<file path="config.mk">
export PLATFORM = sky130hd
export DESIGN_NAME = adc_trimmed_mean_monitor
export DESIGN_NICKNAME = d
export VERILOG_FILES = /design/src/design/atmm_pkg.sv /design/src/design/atmm_lane.sv /design/src/design/atmm_scale.sv /design/src/design/atmm_supply.sv /design/src/design/adc_trimmed_mean_monitor.sv
export VERILOG_INCLUDE_DIRS = /design/src /design/src/design
export SDC_FILE = /design/constraint.sdc
export NUM_CORES = 2
export LEC_CHECK = 0
export BUFFER_PORTS_ARGS = -buffer_cell sky130_fd_sc_hd__buf_2
export CAP_MARGIN = 0
export CORE_MARGIN = 2
export CORE_UTILIZATION = 60
export DETAILED_ROUTE_END_ITERATION = 10
export PLACE_DENSITY = 0.77
export SYNTH_ARGS = -nofsm -noshare
export SYNTH_HDL_FRONTEND = slang
export SYNTH_SLANG_ARGS = --single-unit
</file>
<file path="constraint.sdc">
create_clock -name i_clk -period 30.9 [get_ports i_clk]
set_clock_uncertainty 0.15 [all_clocks]
set_input_delay 7.725 -clock i_clk [delete_from_list [all_inputs] [get_ports i_clk]]
set_output_delay 7.725 -clock i_clk [all_outputs]
set_load 0.02 [all_outputs]
</file>
<file path="src/design/adc_trimmed_mean_monitor_assert.svh">
// Assertion macros used by the trimmed-mean monitor RTL.
`ifndef ADC_TRIMMED_MEAN_MONITOR_ASSERT_SVH
`define ADC_TRIMMED_MEAN_MONITOR_ASSERT_SVH

// Consequent must hold in the same cycle as the antecedent.
`define ATMM_ASSERT_SAME(label, clk, rst_n, ante, cons, msg) \
    label: assert property (@(posedge clk) disable iff (!rst_n) (ante) |-> (cons)) \
        else $error(msg);

// Consequent must hold in the cycle after the antecedent.
`define ATMM_ASSERT_NEXT(label, clk, rst_n, ante, cons, msg) \
    label: assert property (@(posedge clk) disable iff (!rst_n) (ante) |=> (cons)) \
        else $error(msg);

`endif

</file>
<file path="src/design/atmm_pkg.sv">
// Shared types and constants of the trimmed-mean ADC monitor.
package atmm_pkg;

    // Field widths
    localparam int SAMPLE_W   = 12;
    localparam int SUM_W      = 18;
    localparam int CUR_W      = 17;
    localparam int VOLT_W     = 14;
    localparam int OFFSET_W   = 20;
    localparam int CGAIN_W    = 16;
    localparam int VGAIN_W    = 18;
    localparam int TICK_SUM_W = 20;
    localparam int IN_CH      = 4;

    // Stream and configuration port widths
    localparam int IN_TDATA_W  = 48;
    localparam int OUT_TDATA_W = 112;
    localparam int CFG_IDX_W   = 2;
    localparam int CFG_DATA_W  = 20;

    typedef logic [SAMPLE_W-1:0]     t_sample;
    typedef logic [SUM_W-1:0]        t_sum;
    typedef logic signed [CUR_W-1:0] t_current;
    typedef logic [VOLT_W-1:0]       t_volt;
    typedef logic [OFFSET_W-1:0]     t_offset;
    typedef logic [CGAIN_W-1:0]      t_cgain;
    typedef logic [VGAIN_W-1:0]      t_vgain;
    typedef logic [CFG_IDX_W-1:0]    t_cfg_idx;
    typedef logic [CFG_DATA_W-1:0]   t_cfg_data;

    // Register indexes
    localparam t_cfg_idx CFG_CUR_OFFSET = 2'd0;
    localparam t_cfg_idx CFG_CUR_GAIN   = 2'd1;
    localparam t_cfg_idx CFG_VOLT_GAIN  = 2'd2;
    localparam t_cfg_idx CFG_SUP_FLOOR  = 2'd3;

    // Calibration defaults
    localparam t_offset RST_CUR_OFFSET = 20'd226986;
    localparam t_cgain  RST_CUR_GAIN   = 16'd3699;
    localparam t_vgain  RST_VOLT_GAIN  = 18'd148710;
    localparam t_volt   RST_SUP_FLOOR  = 14'd2560;

    // Current saturation limits
    localparam t_current CUR_MAX = 17'sd65535;
    localparam t_current CUR_MIN = -17'sd65536;

    // Input item kind
    localparam logic MODE_SET  = 1'b0;
    localparam logic MODE_TICK = 1'b1;

    // Per-lane control from the pipeline sequencer
    typedef struct packed {
        logic sample;     // sample set accepted this cycle
        logic first;      // first set of a batch
        logic load_mean;  // trimmed sum moves into the mean stage
    } t_lane_ctl;

endpackage

</file>
<file path="src/design/atmm_lane.sv">
// One channel lane: running max/min/sum and the trimmed-mean divider.
module atmm_lane #(
    parameter int SAMPLES = 10
) (
    input  logic                i_clk,
    input  atmm_pkg::t_lane_ctl i_ctl,
    input  atmm_pkg::t_sample   i_sample,
    output atmm_pkg::t_sample   o_mean
);
    import atmm_pkg::*;

    // Exact floor division by SAMPLES-2 over the whole sum range
    localparam int DIV     = SAMPLES - 2;
    localparam int DIV_LOG = $clog2(DIV);
    localparam int SHIFT   = SUM_W + DIV_LOG;
    localparam int REC_W   = SUM_W + 1;
    localparam int PROD_W  = SUM_W + REC_W;
    localparam longint unsigned REC_L =
        ((64'd1 << SHIFT) + 64'(DIV) - 64'd1) / 64'(DIV);
    localparam logic [REC_W-1:0] REC = REC_W'(REC_L);

    t_sample             r_max, r_min, r_mean;
    t_sum                r_sum, r_trim;
    t_sample             n_max, n_min;
    t_sum                n_sum, n_trim;
    logic [PROD_W-1:0]   w_prod;

    // Running statistics with the incoming set folded in
    always_comb begin
        if (i_ctl.first) begin
            n_max = i_sample;
            n_min = i_sample;
            n_sum = SUM_W'(i_sample);
        end else begin
            n_max = (i_sample > r_max) ? i_sample : r_max;
            n_min = (i_sample < r_min) ? i_sample : r_min;
            n_sum = r_sum + SUM_W'(i_sample);
        end
        n_trim = n_sum - SUM_W'(n_max) - SUM_W'(n_min);
    end

    // Reciprocal multiply, quotient taken from the upper bits
    assign w_prod = PROD_W'(r_trim) * PROD_W'(REC);

    always_ff @(posedge i_clk) begin
        if (i_ctl.sample) begin
            r_max  <= n_max;
            r_min  <= n_min;
            r_sum  <= n_sum;
            r_trim <= n_trim;
        end
        if (i_ctl.load_mean) begin
            r_mean <= w_prod[SHIFT +: SAMPLE_W];
        end
    end

    assign o_mean = r_mean;

endmodule

</file>
<file path="src/design/atmm_scale.sv">
// Merge stage: calibrated currents and bus voltage from the lane means.
module atmm_scale (
    input  logic               i_clk,
    input  logic               i_load,
    input  atmm_pkg::t_sample  i_mean_a,
    input  atmm_pkg::t_sample  i_mean_b,
    input  atmm_pkg::t_sample  i_mean_v,
    input  atmm_pkg::t_offset  i_offset,
    input  atmm_pkg::t_cgain   i_cgain,
    input  atmm_pkg::t_vgain   i_vgain,
    output atmm_pkg::t_current o_cur_a,
    output atmm_pkg::t_current o_cur_b,
    output atmm_pkg::t_volt    o_bus
);
    import atmm_pkg::*;

    localparam int DIFF_W  = SAMPLE_W + 8 + 1;
    localparam int PRODC_W = DIFF_W + CGAIN_W + 1;
    localparam int QW      = PRODC_W - 16;
    localparam int VPROD_W = SAMPLE_W + VGAIN_W;

    t_current          r_cur_a, r_cur_b;
    t_volt             r_bus;
    logic [VPROD_W-1:0] w_vprod;

    // (mean*256 - offset) * gain, floored Q16 shift, clipped to 17 bits
    function automatic t_current scale_cur(t_sample mean, t_offset off, t_cgain gain);
        logic signed [DIFF_W-1:0]  diff;
        logic signed [PRODC_W-1:0] prod;
        logic signed [QW-1:0]      q;
        diff = $signed({1'b0, mean, 8'b0}) - $signed({1'b0, off});
        prod = PRODC_W'(diff) * PRODC_W'($signed({1'b0, gain}));
        q    = prod[PRODC_W-1:16];
        if (q > QW'(CUR_MAX)) begin
            scale_cur = CUR_MAX;
        end else if (q < QW'(CUR_MIN)) begin
            scale_cur = CUR_MIN;
        end else begin
            scale_cur = q[CUR_W-1:0];
        end
    endfunction

    // Bus voltage never exceeds the 14-bit range for 12-bit codes
    assign w_vprod = VPROD_W'(i_mean_v) * VPROD_W'(i_vgain);

    always_ff @(posedge i_clk) begin
        if (i_load) begin
            r_cur_a <= scale_cur(i_mean_a, i_offset, i_cgain);
            r_cur_b <= scale_cur(i_mean_b, i_offset, i_cgain);
            r_bus   <= w_vprod[VPROD_W-1:16];
        end
    end

    assign o_cur_a = r_cur_a;
    assign o_cur_b = r_cur_b;
    assign o_bus   = r_bus;

endmodule

</file>
<file path="src/design/atmm_supply.sv">
// Supply-voltage averager over a window of one-second ticks.
module atmm_supply #(
    parameter int WINDOW_TICKS = 60
) (
    input  logic            i_clk,
    input  logic            i_rst_n,
    input  logic            i_tick,
    input  atmm_pkg::t_volt i_bus,
    input  atmm_pkg::t_volt i_floor,
    output atmm_pkg::t_volt o_supply
);
    import atmm_pkg::*;

    localparam int CNT_W  = $clog2(WINDOW_TICKS + 1);
    localparam int W_LOG  = $clog2(WINDOW_TICKS);
    localparam int SHIFT  = TICK_SUM_W + W_LOG;
    localparam int REC_W  = TICK_SUM_W + 1;
    localparam int PROD_W = TICK_SUM_W + REC_W;
    localparam longint unsigned REC_L =
        ((64'd1 << SHIFT) + 64'(WINDOW_TICKS) - 64'd1) / 64'(WINDOW_TICKS);
    localparam logic [REC_W-1:0] REC = REC_W'(REC_L);

    logic [TICK_SUM_W-1:0] r_sum, n_sum;
    logic [CNT_W-1:0]      r_cnt, n_cnt;
    t_volt                 r_supply, w_keep;
    logic                  w_wrap;
    logic [PROD_W-1:0]     w_prod;

    // Accumulate, detect the end of the window, and pick the bus voltage for a supply below the floor
    always_comb begin
        n_sum  = r_sum + TICK_SUM_W'(i_bus);
        n_cnt  = r_cnt + 1'b1;
        w_wrap = (n_cnt == CNT_W'(WINDOW_TICKS));
        w_keep = (r_supply < i_floor) ? i_bus : r_supply;
    end

    // Window average by reciprocal multiply
    assign w_prod = PROD_W'(n_sum) * PROD_W'(REC);

    always_ff @(posedge i_clk) begin
        if (!i_rst_n) begin
            r_sum    <= '0;
            r_cnt    <= '0;
            r_supply <= '0;
        end else if (i_tick) begin
            if (w_wrap) begin
                r_supply <= w_prod[SHIFT +: VOLT_W];
                r_sum    <= '0;
                r_cnt    <= '0;
            end else begin
                r_supply <= w_keep;
                r_sum    <= n_sum;
                r_cnt    <= n_cnt;
            end
        end
    end

    assign o_supply = r_supply;

endmodule

</file>
<file path="src/design/adc_trimmed_mean_monitor.sv">
// Trimmed-mean ADC monitor: per-channel lanes, calibrated scaling, supply average.
// A result passes the lane update, reciprocal divide, scaling multiply and held-result
// register stages in that order after the edge that accepts its input transaction.
// Throughput: one item per cycle while the result stream is ready; the four stages are fully pipelined.
// Reset (synchronous, active low): empties the pipeline, clears counters and held
// results, and reloads the calibration registers with their defaults.
`include "adc_trimmed_mean_monitor_assert.svh"

module adc_trimmed_mean_monitor #(
    parameter int SAMPLES      = 10,
    parameter int CHANNELS     = 4,
    parameter int WINDOW_TICKS = 60
) (
    input  logic                                i_clk,
    input  logic                                i_rst_n,
    // Input stream
    input  logic                                i_s_axis_tvalid,
    output logic                                o_s_axis_tready,
    // tdata: raw_ch0, raw_ch1, raw_ch2, raw_ch3
    input  logic [atmm_pkg::IN_TDATA_W-1:0]     i_s_axis_tdata,
    // tuser: mode
    input  logic                                i_s_axis_tuser,
    // Result stream
    output logic                                o_m_axis_tvalid,
    input  logic                                i_m_axis_tready,
    // tdata: mean_ch0, mean_ch1, mean_ch2, mean_ch3, current_a, current_b,
    //        bus_voltage, supply_level, 2 zero bits
    output logic [atmm_pkg::OUT_TDATA_W-1:0]    o_m_axis_tdata,
    // tuser: batch_done
    output logic                                o_m_axis_tuser,
    // Configuration writes
    input  logic                                i_cfg_valid,
    output logic                                o_cfg_ready,
    input  atmm_pkg::t_cfg_idx                  i_cfg_index,
    input  atmm_pkg::t_cfg_data                 i_cfg_data
);
    import atmm_pkg::*;

    localparam int CNT_W = $clog2(SAMPLES);
    localparam logic [CNT_W-1:0] LAST_SET = CNT_W'(SAMPLES - 1);

    // Calibration registers
    t_offset r_cur_offset;
    t_cgain  r_cur_gain;
    t_vgain  r_volt_gain;
    t_volt   r_sup_floor;

    // Pipeline control
    logic             r_v1, r_v2, r_v3, r_out_valid;
    logic             r_mode1, r_mode2, r_mode3;
    logic             r_done1, r_done2, r_done3;
    logic [CNT_W-1:0] r_set_count;
    logic             w_acc, w_set, w_go1, w_go2, w_go3, w_last;
    t_lane_ctl        w_ctl;

    // Lane and merge data
    t_sample  w_lane_mean [CHANNELS];
    t_sample  w_mean      [IN_CH];
    t_sample  r_mean3     [IN_CH];
    t_current w_cur_a, w_cur_b;
    t_volt    w_bus;

    // Held results
    t_sample  r_out_mean [IN_CH];
    t_current r_out_cur_a, r_out_cur_b;
    t_volt    r_out_bus;
    t_volt    w_supply;
    logic     r_out_done;
    logic     r_seen;

    // Configuration write port, always ready
    assign o_cfg_ready = 1'b1;

    always_ff @(posedge i_clk) begin
        if (!i_rst_n) begin
            r_cur_offset <= RST_CUR_OFFSET;
            r_cur_gain   <= RST_CUR_GAIN;
            r_volt_gain  <= RST_VOLT_GAIN;
            r_sup_floor  <= RST_SUP_FLOOR;
        end else if (i_cfg_valid) begin
            unique case (i_cfg_index)
                CFG_CUR_OFFSET: r_cur_offset <= i_cfg_data[OFFSET_W-1:0];
                CFG_CUR_GAIN:   r_cur_gain   <= i_cfg_data[CGAIN_W-1:0];
                CFG_VOLT_GAIN:  r_volt_gain  <= i_cfg_data[VGAIN_W-1:0];
                CFG_SUP_FLOOR:  r_sup_floor  <= i_cfg_data[VOLT_W-1:0];
                default: ;
            endcase
        end
    end

    // Stage handshakes: each stage moves when the next one is free or moving
    always_comb begin
        w_go3           = r_v3 && (!r_out_valid || i_m_axis_tready);
        w_go2           = r_v2 && (!r_v3 || w_go3);
        w_go1           = r_v1 && (!r_v2 || w_go2);
        o_s_axis_tready = !r_v1 || w_go1;
        w_acc           = i_s_axis_tvalid && o_s_axis_tready;
        w_set           = w_acc && (i_s_axis_tuser == MODE_SET);
        w_last          = (r_set_count == LAST_SET);
        w_ctl.sample    = w_set;
        w_ctl.first     = (r_set_count == '0);
        w_ctl.load_mean = w_go1;
    end

    always_ff @(posedge i_clk) begin
        if (!i_rst_n) begin
            r_v1        <= 1'b0;
            r_v2        <= 1'b0;
            r_v3        <= 1'b0;
            r_out_valid <= 1'b0;
            r_set_count <= '0;
        end else begin
            if (w_acc) begin
                r_v1 <= 1'b1;
            end else if (w_go1) begin
                r_v1 <= 1'b0;
            end
            if (w_go1) begin
                r_v2 <= 1'b1;
            end else if (w_go2) begin
                r_v2 <= 1'b0;
            end
            if (w_go2) begin
                r_v3 <= 1'b1;
            end else if (w_go3) begin
                r_v3 <= 1'b0;
            end
            if (w_go3) begin
                r_out_valid <= 1'b1;
            end else if (i_m_axis_tready) begin
                r_out_valid <= 1'b0;
            end
            if (w_set) begin
                r_set_count <= w_last ? '0 : r_set_count + 1'b1;
            end
        end
    end

    // Item kind and batch flag travel alongside the lane data
    always_ff @(posedge i_clk) begin
        if (w_acc) begin
            r_mode1 <= i_s_axis_tuser;
            r_done1 <= w_set && w_last;
        end
        if (w_go1) begin
            r_mode2 <= r_mode1;
            r_done2 <= r_done1;
        end
        if (w_go2) begin
            r_mode3 <= r_mode2;
            r_done3 <= r_done2;
        end
    end

    // Channel lanes; lanes past the input channels see zero
    for (genvar c = 0; c < CHANNELS; c++) begin : g_lane
        t_sample w_sample;
        if (c < IN_CH) begin : g_in
            assign w_sample = i_s_axis_tdata[c*SAMPLE_W +: SAMPLE_W];
        end else begin : g_zero
            assign w_sample = '0;
        end
        atmm_lane #(
            .SAMPLES (SAMPLES)
        ) u_lane (
            .i_clk    (i_clk),
            .i_ctl    (w_ctl),
            .i_sample (w_sample),
            .o_mean   (w_lane_mean[c])
        );
    end

    // Reported channels; unconfigured ones read as zero
    for (genvar c = 0; c < IN_CH; c++) begin : g_mean
        if (c < CHANNELS) begin : g_used
            assign w_mean[c] = w_lane_mean[c];
        end else begin : g_unused
            assign w_mean[c] = '0;
        end
    end

    always_ff @(posedge i_clk) begin
        if (w_go2) begin
            r_mean3 <= w_mean;
        end
    end

    atmm_scale u_scale (
        .i_clk    (i_clk),
        .i_load   (w_go2),
        .i_mean_a (w_mean[0]),
        .i_mean_b (w_mean[1]),
        .i_mean_v (w_mean[2]),
        .i_offset (r_cur_offset),
        .i_cgain  (r_cur_gain),
        .i_vgain  (r_volt_gain),
        .o_cur_a  (w_cur_a),
        .o_cur_b  (w_cur_b),
        .o_bus    (w_bus)
    );

    // Held results double as the output register
    always_ff @(posedge i_clk) begin
        if (!i_rst_n) begin
            r_out_done  <= 1'b0;
            r_seen      <= 1'b0;
            r_out_cur_a <= '0;
            r_out_cur_b <= '0;
            r_out_bus   <= '0;
            for (int i = 0; i < IN_CH; i++) begin
                r_out_mean[i] <= '0;
            end
        end else if (w_go3) begin
            r_out_done <= r_done3;
            if (r_done3) begin
                r_seen      <= 1'b1;
                r_out_mean  <= r_mean3;
                r_out_cur_a <= w_cur_a;
                r_out_cur_b <= w_cur_b;
                r_out_bus   <= w_bus;
            end
        end
    end

    // Ticks count only once a batch has been seen
    atmm_supply #(
        .WINDOW_TICKS (WINDOW_TICKS)
    ) u_supply (
        .i_clk    (i_clk),
        .i_rst_n  (i_rst_n),
        .i_tick   (w_go3 && (r_mode3 == MODE_TICK) && r_seen),
        .i_bus    (r_out_bus),
        .i_floor  (r_sup_floor),
        .o_supply (w_supply)
    );

    assign o_m_axis_tvalid = r_out_valid;
    assign o_m_axis_tuser  = r_out_done;
    assign o_m_axis_tdata  = {2'b00, w_supply, r_out_bus, r_out_cur_b, r_out_cur_a,
                              r_out_mean[3], r_out_mean[2], r_out_mean[1], r_out_mean[0]};

    // Checks
    `ATMM_ASSERT_SAME(a_done_after_seen, i_clk, i_rst_n, r_out_valid && r_out_done, r_seen, "batch flag without a completed batch")
    `ATMM_ASSERT_SAME(a_tick_not_done, i_clk, i_rst_n, r_v1 && (r_mode1 == MODE_TICK), !r_done1, "tick marked as batch end")
    `ATMM_ASSERT_NEXT(a_batch_wrap, i_clk, i_rst_n, w_set && w_last, r_done1 && (r_set_count == '0), "set counter did not close the batch")
    `ATMM_ASSERT_NEXT(a_out_fill, i_clk, i_rst_n, r_v3 && !r_out_valid, r_out_valid, "result stage did not move to an empty output")

endmodule

</file>
==> impl.org <==
** Critical path
- The critical path goes through buf_2, nand2b_1, nor2_1, nand3_1, buf_2.
- In this run the worst path has a maximum fanout of 6.
- The worst setup path is launched from a primary input.
- The critical path is of the primary input to output port type.
- Cell family with most CP delay :: simple AND/OR/NAND/NOR gates
- Worst path most repeated cell :: sky130_fd_sc_hd__buf_2
- For the worst setup path, the data required time is 23.03 ns.
- Crit path capture type :: output port
- Data arrives at the worst endpoint at 8.97 ns.
- The number of buffers and inverters on the critical path is 2.
- Biggest cell delay along the critical path :: a little over 0.5 ns
- The slowest stage of the critical path belongs to the cell sky130_fd_sc_hd__nor2_1.

** Clock network
- Post CTS Setup Buffer Count :: 0
- Post-cts gate resize count :: 0
- The later pin in the worst-skew pair is clocked with a latency of 0.65 ns.
- Maximum buffer depth of the clock tree :: 3
- TritonCTS built the clock tree.
- Clock tree synthesis selected as its root buffer the cell sky130_fd_sc_hd__clkbuf_16.
- Number of clock buffers inserted by TritonCTS :: 67
- Hold repair after CTS inserted 0 buffers.
- # clock sinks :: 568
- Total number of H-tree levels :: 3
- Clock Pin Slew Worst Setup and Hold Paths :: 0.06 ns

** Hold path
- Class of the tightest hold or removal check :: flop to flop

** Place
- Placer's final routability congestion estimate :: 0.940
- Area after detailed placement :: 0.0638 mm^2
- Port buffering added around 190 buffers.
- Detailed placement ended at an HPWL of 112 mm.

** Die
- After floorplanning, the core was divided into 117 placement rows.
- Floorplan core area :: ~0.10 mm^2
- In this run the horizontal extent of the chip is 324 um.
- The die covers around 0.10 mm^2.
- 192 I/O pins were placed.
- The die is 324 um tall.
- Initial Util :: 60.4%

** Routing
- After detailed routing, the number of remaining DRC violations is 0.
- Wires add up to 148 mm.
- Final ANT Viol Nets :: 0
- After detailed routing, the average wire length per cell comes to 18.9 um.
- In this run, the number of DRC markers left after iteration 0 of detailed routing was just over 3000.
- Vias after detailed routing :: 44300
- Before antenna repair, the detailed router went through 5 iterations.
- Vias per cell :: 5.68

** Logic synthesis
- Most area-hungry cell type in the Yosys netlist :: sky130_fd_sc_hd__fa_1
- Ranked by total cell area, the synthesized netlist is headed by sky130_fd_sc_hd__fa_1 28%, sky130_fd_sc_hd__edfxtp_1 17%, sky130_fd_sc_hd__ha_1 12%, sky130_fd_sc_hd__dfxtp_1 7.0%, sky130_fd_sc_hd__inv_1 6.9%.
- Post-synthesis cell area :: just over 0.06 mm^2
- Seq/Total Area, Yosys :: 24.3%
- FFs w/ async S/R, synth :: 0%
- After synthesis, the mean cell area works out to 9.75 um^2.
- Most used flip-flop cell after synthesis :: sky130_fd_sc_hd__edfxtp_1
- After synthesis the netlist holds a flip-flop and latch count of about 570.
- Area fraction of the dominant cell type after synthesis :: 28.1%
- Yosys mapped the design onto 85 distinct sky130hd cell types.
- Yosys printed 0 warnings.
- Counting flops with a built-in enable in the synthesized netlist gives 354.
- Synthesis handed over a netlist of 6291 instances.

** Flow run
- The tool flagged a number of max-cap violations equal to 0.

** Global routing
- For this run, the total global-route usage over all layers was measured as 29.0%.
- Number of global-route vias before repair :: 46100
- Global-route congestion overflow total :: 0
- Global-route wire length before repair :: ~240 mm
- Number of antenna violations at the first check in global routing :: 6
- Maximum number of pins on one net before global-route repair :: 90

** Timing
- Worst slew slack as a fraction of its limit :: 17.2%
- On the final layout, the worst hold slack is 0.247 ns.
- In the final timing run, aggregate negative setup slack is 0 ns.
- Total count of hold-check failures in the final report :: 0
- RSZ-0062 raised after global routing :: no
- Final period demand of the worst path :: 16.84 ns
- Share of the cycle needed by the critical path after routing :: 54.5%
- Setup violations remaining at the end of the flow were counted as 0.
- The number of pins with negative max-slew slack in the final report was 0.
- For this run, the top clock speed supported by timing is 59.4 MHz.
- At the pin with the least slew margin, the transition time is 1.24 ns.

** Final layout
- Layout overhead on the synthesized area :: 7.95%
- Final #Nets :: roughly 8000
- After routing the design area is 0.0662 mm^2.
- Fill cells in the final layout number 8019.
- The top cell types in the final layout, fill and taps aside, are 1128 x sky130_fd_sc_hd__inv_1, 901 x sky130_fd_sc_hd__nand2_1, 862 x sky130_fd_sc_hd__fa_1.
- The post-route netlist has 8.01% of its cells at a drive strength greater than 1.
- Leaving out fill and tap cells, the most frequent cell in the layout is sky130_fd_sc_hd__inv_1.

** Outcome
- Result of the run :: complete, no violations
cells in the mapped netlist (4+ instances only):
cell type and number:
sky130_fd_sc_hd__o41ai_1 8, sky130_fd_sc_hd__o21ai_0 144, sky130_fd_sc_hd__mux2_2 85, sky130_fd_sc_hd__o21bai_1 21, sky130_fd_sc_hd__o2111ai_1 9, sky130_fd_sc_hd__a21boi_0 5
sky130_fd_sc_hd__and3_1 23, sky130_fd_sc_hd__nand2_1 901, sky130_fd_sc_hd__xnor2_1 133, sky130_fd_sc_hd__xor2_1 68, sky130_fd_sc_hd__dfxtp_1 214, sky130_fd_sc_hd__nor2_1 199
sky130_fd_sc_hd__a22oi_1 18, sky130_fd_sc_hd__nor2b_1 39, sky130_fd_sc_hd__nor4_1 5, sky130_fd_sc_hd__mux2i_1 91, sky130_fd_sc_hd__and2_1 305, sky130_fd_sc_hd__nor3_1 75
sky130_fd_sc_hd__o31ai_1 5, sky130_fd_sc_hd__nand4_1 29, sky130_fd_sc_hd__a21o_1 106, sky130_fd_sc_hd__or2_2 9, sky130_fd_sc_hd__o21a_1 39, sky130_fd_sc_hd__o221ai_1 4
sky130_fd_sc_hd__fa_1 862, sky130_fd_sc_hd__nand3_1 71, sky130_fd_sc_hd__o22ai_1 7, sky130_fd_sc_hd__and4_1 8, sky130_fd_sc_hd__or3_1 15, sky130_fd_sc_hd__edfxtp_1 354
sky130_fd_sc_hd__buf_1 9, sky130_fd_sc_hd__a41oi_1 6, sky130_fd_sc_hd__ha_1 587, sky130_fd_sc_hd__a31oi_1 20, sky130_fd_sc_hd__o21ai_1 4, sky130_fd_sc_hd__clkbuf_1 221
sky130_fd_sc_hd__a21oi_1 299, sky130_fd_sc_hd__a211oi_1 21, sky130_fd_sc_hd__a41o_1 4, sky130_fd_sc_hd__nand3b_1 8, sky130_fd_sc_hd__or4_1 4, sky130_fd_sc_hd__o211ai_1 23
sky130_fd_sc_hd__inv_1 1129, sky130_fd_sc_hd__nand2b_1 32
final cells by class:
type / count / area [um^2] / share of cell area, %
Sequential cell: 568 / 14900 / 22.5
Tap cell: 1368 / 1710 / 2.59
Multi-Input combinational cell: 4358 / 41400 / 62.5
Clock buffer: 94 / 1990 / 3.00
Clock inverter: 30 / 434 / 0.656
Inverter: 1129 / 4240 / 6.41
Antenna cell: 3 / 7.51 / 0.0113
Timing Repair Buffer: 260 / 1480 / 2.24
path summary, 6_finish.rpt:
path | to | from | cells after the start | slack [ns]
max | o_s_axis_tready | i_m_axis_tready | 5 | 14.06
min | g_lane[1].u_lane.o_mean[4] | g_lane[1].u_lane.r_trim[7] | 0 | 0.25
max reg2reg | u_scale.o_cur_a[5] | g_lane[0].u_lane.o_mean[0] | 34 | 19.66
min reg2reg | g_lane[1].u_lane.o_mean[4] | g_lane[1].u_lane.r_trim[7] | 0 | 0.25
state kept, by name, summed over array words and instances, names as in the netlist, 14 cells and up:
signal	flops
r_mean3	48
g_lane.u_lane.r_trim	48
o_m_axis_tdata	48
u_supply.r_sum	20
r_out_cur_b	17
g_lane.u_lane.r_min	48
u_supply.o_supply	14
r_sup_floor	14
g_lane.u_lane.o_mean	48
u_scale.o_cur_a	17
r_cur_gain	16
g_lane.u_lane.r_sum	60
u_scale.o_bus	14
r_out_bus	14
r_cur_offset	20
g_lane.u_lane.r_max	48
u_scale.o_cur_b	17
r_volt_gain	18
r_out_cur_a	17
per-stage QoR:
step	std cells	utilization (%)	setup slack [ns]
floorplan	6292	-	11.55
global placement	7683	62.8	14.12
detailed placement	7683	62.8	14.07
CTS	7807	65.1	14.06
global route	7807	65.1	13.95
finish	7810	65.1	14.06
kinds of logic (layout without fill, tap and decap cells):
group / count (synthesis) / count (layout) / share of synthesized area (%)
and+or+nand+nor: 1736 / 1736 / 13.0
other: 2 / 6 / 0.0122
muxes: 177 / 177 / 3.07
AOI/OAI and AO/OA: 791 / 791 / 8.13
buffers and inverters: 1366 / 1513 / 8.40
adders and majority gates: 1449 / 1449 / 40.1
xor gates and xnor gates: 202 / 202 / 2.90
DFF: 568 / 568 / 24.3
worst register-to-register path, delay by kind of cell (launching register included):
kind | cells | cell delay (ns)
xor gates and xnor gates | 2 | 0.37
and+or+nand+nor | 5 | 1.53
buffers and inverters | 5 | 0.51
adders and majority gates | 8 | 3.61
AOI/OAI and AO/OA | 14 | 4.34
DFF | 1 | 0.46
per-layer routing:
layer | track usage [%] | part of all wire, %
met2 | 47.1 | 47
met3 | 6.68 | 8.9
met5 | 0 | 0.043
met1 | 37.4 | 40
met4 | 12.0 | 4.0
Power is not shown: default switching activity piles up to over one toggle a cycle in this logic, so the estimate is an artifact.
